## src/hw/rtl/wms_ram.sv

```systemverilog
// Generic simple dual-port RAM: one write port, one read port, registered read.
// No dependencies.
module wms_ram #(
    parameter int WIDTH = 64,
    parameter int DEPTH = 64
) (
    input  logic                     i_clk,
    input  logic                     i_we,
    input  logic [$clog2(DEPTH)-1:0] i_waddr,
    input  logic [WIDTH-1:0]         i_wdata,
    input  logic [$clog2(DEPTH)-1:0] i_raddr,
    output logic [WIDTH-1:0]         o_rdata
);

    logic [WIDTH-1:0] r_mem [DEPTH];
    logic [WIDTH-1:0] r_rdata;

    always_ff @(posedge i_clk) begin
        if (i_we) begin
            r_mem[i_waddr] <= i_wdata;
        end
        r_rdata <= r_mem[i_raddr];
    end

    assign o_rdata = r_rdata;

endmodule

```

## config.mk

```make
export PLATFORM = sky130hd
export DESIGN_NAME = wms_ram
export DESIGN_NICKNAME = d
export VERILOG_FILES = /design/src/hw/rtl/wms_ram.sv
export SDC_FILE = /design/constraint.sdc
export NUM_CORES = 2
export LEC_CHECK = 0
export ABC_AREA = 1
export BUFFER_PORTS_ARGS = -buffer_cell sky130_fd_sc_hd__buf_2
export CORE_MARGIN = 3
export CORE_UTILIZATION = 35
export DETAILED_ROUTE_END_ITERATION = 6
export MAX_ROUTING_LAYER = met4
export SETUP_SLACK_MARGIN = 0.5
export SLEW_MARGIN = 20
export SYNTH_ARGS = -nofsm -noshare
export SYNTH_HDL_FRONTEND = slang
export SYNTH_SLANG_ARGS = --single-unit
```

## constraint.sdc

```tcl
create_clock -name i_clk -period 13.05 [get_ports i_clk]
set_input_delay 0.6525 -clock i_clk [delete_from_list [all_inputs] [get_ports i_clk]]
set_output_delay 0.6525 -clock i_clk [all_outputs]
set_load 0.05 [all_outputs]
```

==> load_flow_metrics.sql <==
INSERT INTO impl_metrics (metric_group, metric, value, unit) VALUES
('run_status', 'status', 'complete, but fails checks', ''),
('run_status', 'violations', 'DRC', ''),
('synth', 'synth_area_leader_cell', 'sky130_fd_sc_hd__edfxtp_1', ''),
('pwr', 'pwr-share-seq', '0.524', ''),
('pwr', 'internal-power', '21.8', 'mW'),
('critical_path', 'required', '13.95', 'ns'),
('grt', 'antenna_found_initial', '70', ''),
('synth', 'syn_area_per_cell', '12.3', 'um2'),
('critical_path', 'worst_setup_path_start_kind', 'input port', ''),
('synth', 'postSynthRegisterBits', '4160', ''),
('layout', 'postLayoutCoreUtil', '0.396', ''),
('hold_path', 'number_of_stages_on_the_worst_hold_path', '1', ''),
('synth', 'ys.warnings.count', '0', ''),
('sta', 'min_period_over_period', '0.386', ''),
('sta', 'drv_slew', '0', ''),
('layout', 'layout.cells.non_filler', '20000', ''),
('grt', 'grt_pass1_vias', '100000', ''),
('critical_path', 'worst-r2r-setup-slack', '11.16', 'ns'),
('synth', 'post_synth_and_or_nand_nor_area_fraction', '0.219', ''),
('synth', 'synth_compound_area_frac', '0', ''),
('synth', 'ys.flop_type', 'sky130_fd_sc_hd__edfxtp_1', ''),
('synth', 'muxShareOfSynthArea', '0', ''),
('pwr', 'power_per_cell_area', '153', 'nW/um2'),
('critical_path', 'startpoint', 'i_raddr[0]', ''),
('layout', 'syn_to_final_growth', '12.2', '%'),
('clock_tree', 'hold_bufs_inserted_after_cts', '0', ''),
('routing', 'drc_errors_left', '3', ''),
('clock_tree', 'ctsLongestPathBuffers', '4', ''),
('pwr', 'vdd_drop_max', '0.000112', 'V'),
('synth', 'synth_seq_area_share', '0.752', ''),
('die', 'die_area', '481000', 'um2'),
('placement', 'hpwlAfterDp', '270', 'mm'),
('layout', 'finalNetCount', '13400', ''),
('sta', 'clock.fmax', '198', 'MHz'),
('clock_tree', 'tritoncts', 'built', ''),
('die', 'dieWidth', '693', 'um'),
('clock_tree', 'post_cts.resized_instances', '0', ''),
('grt', 'global_route.overflow_total', '0', ''),
('pwr', 'power.total', '28.4', 'mW'),
('routing', 'drt-initial-drc-count', '16100', ''),
('synth', 'synth-edff-count', '4096', ''),
('die', 'io_pins', '142', ''),
('synth', 'synth_commonest_cells', 'sky130_fd_sc_hd__nand2_1 (4416), sky130_fd_sc_hd__edfxtp_1 (4096), sky130_fd_sc_hd__nand3_1 (3847)', ''),
('clock_tree', 'cts-buffers-inserted', '422', ''),
('placement', 'placement.cell_area', '172000', 'um2'),
('sta', 'setup_ws', '8.01', 'ns'),
('layout', 'final_layout_size_suffix_gt1_frac', '0.0761', ''),
('sta', 'rsz0062_at_grt', 'no', ''),
('synth', 'syn_nets', '13500', ''),
('synth', 'synthArstFlopShare', '0', ''),
('synth', 'dominant_combinational_cell_family_by_area_after_synthesis', 'simple AND/OR/NAND/NOR gates', ''),
('placement', 'pre_cts_ws', '7.19', 'ns'),
('synth', 'synthMostInstantiatedCell', 'sky130_fd_sc_hd__nand2_1', ''),
('sta', 'final_hold_vios', '0', ''),
('sta', 'total_of_endpoints_with_negative_setup_slack_in_the_final_report', '0', ''),
('sta', 'max_transition_margin', '0.178', ''),
('clock_tree', 'clk_lat_worst_skew', '1.00', 'ns'),
('placement', 'port_bufs', '141', ''),
('clock_tree', 'root_buffer', 'sky130_fd_sc_hd__clkbuf_16', ''),
('synth', 'post_synthesis_cell_area', '165000', 'um2'),
('routing', 'wl_per_cell', '27.1', 'um'),
('clock_tree', 'worst_path_clk_slew', '0.06', 'ns'),
('clock_tree', 'cts_sinks', '4160', ''),
('critical_path', 'cp-end-kind', 'flip-flop', ''),
('die', 'chipHeight', '693', 'um'),
('sta', 'worst_slew_pin_slew', '1.23', 'ns'),
('pwr', 'power.switching_fraction', '0.231', ''),
('hold_path', 'worstHoldPathType', 'in -> reg', ''),
('grt', 'grt_max_degree', '217', ''),
('routing', 'mean_number_of_vias_per_cell', '5.54', ''),
('die', 'core-area', '469000', 'um2');
## cell type report
class / instances / area (um2)
antenna: 86 / 215
clock buffer: 552 / 11300
clock inverter: 234 / 2120
fill: 43500 / 283000
inverter: 12 / 105
multi-input combinational: 8336 / 36600
sequential: 4160 / 124000
tap: 6198 / 7750
timing repair buffer: 407 / 3090
## per-layer routing
metal | vias to the layer above | track usage | wire, um
met4 | 0 | 0.0707 | 19000
met1 | 55500 | 0.312 | 220000
met2 | 6448 | 0.334 | 243000
met3 | 922 | 0.0377 | 59500
li1 | 47900 | - | -
met5 | - | - | 0
## cell families (layout without fill, tap and decap cells)
logic type,count (synthesis),in the layout
buf+inv,909,1205
other cells,0,86
flops,4160,4160
simple gates,8336,8336
## worst max-delay path, cell delays in order
cell and delay (ns):
sky130_fd_sc_hd__buf_12 0.30, sky130_fd_sc_hd__buf_4 0.65, sky130_fd_sc_hd__buf_4 0.70, sky130_fd_sc_hd__buf_4 0.82, sky130_fd_sc_hd__buf_12 0.58, sky130_fd_sc_hd__buf_4 0.76
sky130_fd_sc_hd__nand2_1 0.11, sky130_fd_sc_hd__nand3_1 0.13, sky130_fd_sc_hd__nand3_1 0.09, sky130_fd_sc_hd__nand3_1 0.18, sky130_fd_sc_hd__nand3_1 0.09, sky130_fd_sc_hd__nand2_1 0.13
sky130_fd_sc_hd__nand2_1 0.07, sky130_fd_sc_hd__nand2_1 0.11
## layout by cell type (no fill, tap or decap), types with 9 or more instances in the layout
cell type                      n
sky130_fd_sc_hd__buf_12       16
sky130_fd_sc_hd__buf_2       113
sky130_fd_sc_hd__buf_4       267
sky130_fd_sc_hd__bufinv_16    27
sky130_fd_sc_hd__clkbuf_1    112
sky130_fd_sc_hd__clkbuf_16   425
sky130_fd_sc_hd__clkbuf_8     15
sky130_fd_sc_hd__clkinv_1    109
sky130_fd_sc_hd__clkinv_2     65
sky130_fd_sc_hd__dfxtp_1      63
sky130_fd_sc_hd__diode_2      86
sky130_fd_sc_hd__edfxtp_1   4096
sky130_fd_sc_hd__nand2_1    4416
sky130_fd_sc_hd__nand3_1    3847
sky130_fd_sc_hd__nand4_1       9
sky130_fd_sc_hd__nor2_4       56
## how the worst min path moves through the flow
| stage | from | end | slack (ns) |
|---|---|---|---|
| 2_1_floorplan | r_mem[8][0] | o_rdata[0] | 0.72 |
| 3_3_place_gp | r_mem[10][24] | o_rdata[24] | 0.76 |
| 3_5_place_dp | r_mem[10][2] | o_rdata[2] | 0.77 |
| 4_1_cts | i_raddr[5] | o_rdata[54] | 0.16 |
| 5_1_grt | i_raddr[5] | o_rdata[54] | 0.19 |
| 6_report | i_wdata[61] | r_mem[33][61] | 0.20 |
## sequential cells by signal, indices dropped and copies added (netlist names)
signal	cells
r_mem	4096
o_rdata	64
## power groups by stage
stage	logic, mW	clock network (mW)	registers (mW)
after global routing	1.82	12.5	14.9
after detailed placement	1.67	0	15.1
after global placement	1.66	0	15.1
after CTS	1.67	11.9	14.9
after floorplan	0.913	0	15.2
final	1.69	11.8	14.9
Note: power is estimated with default switching activity, not from simulation.
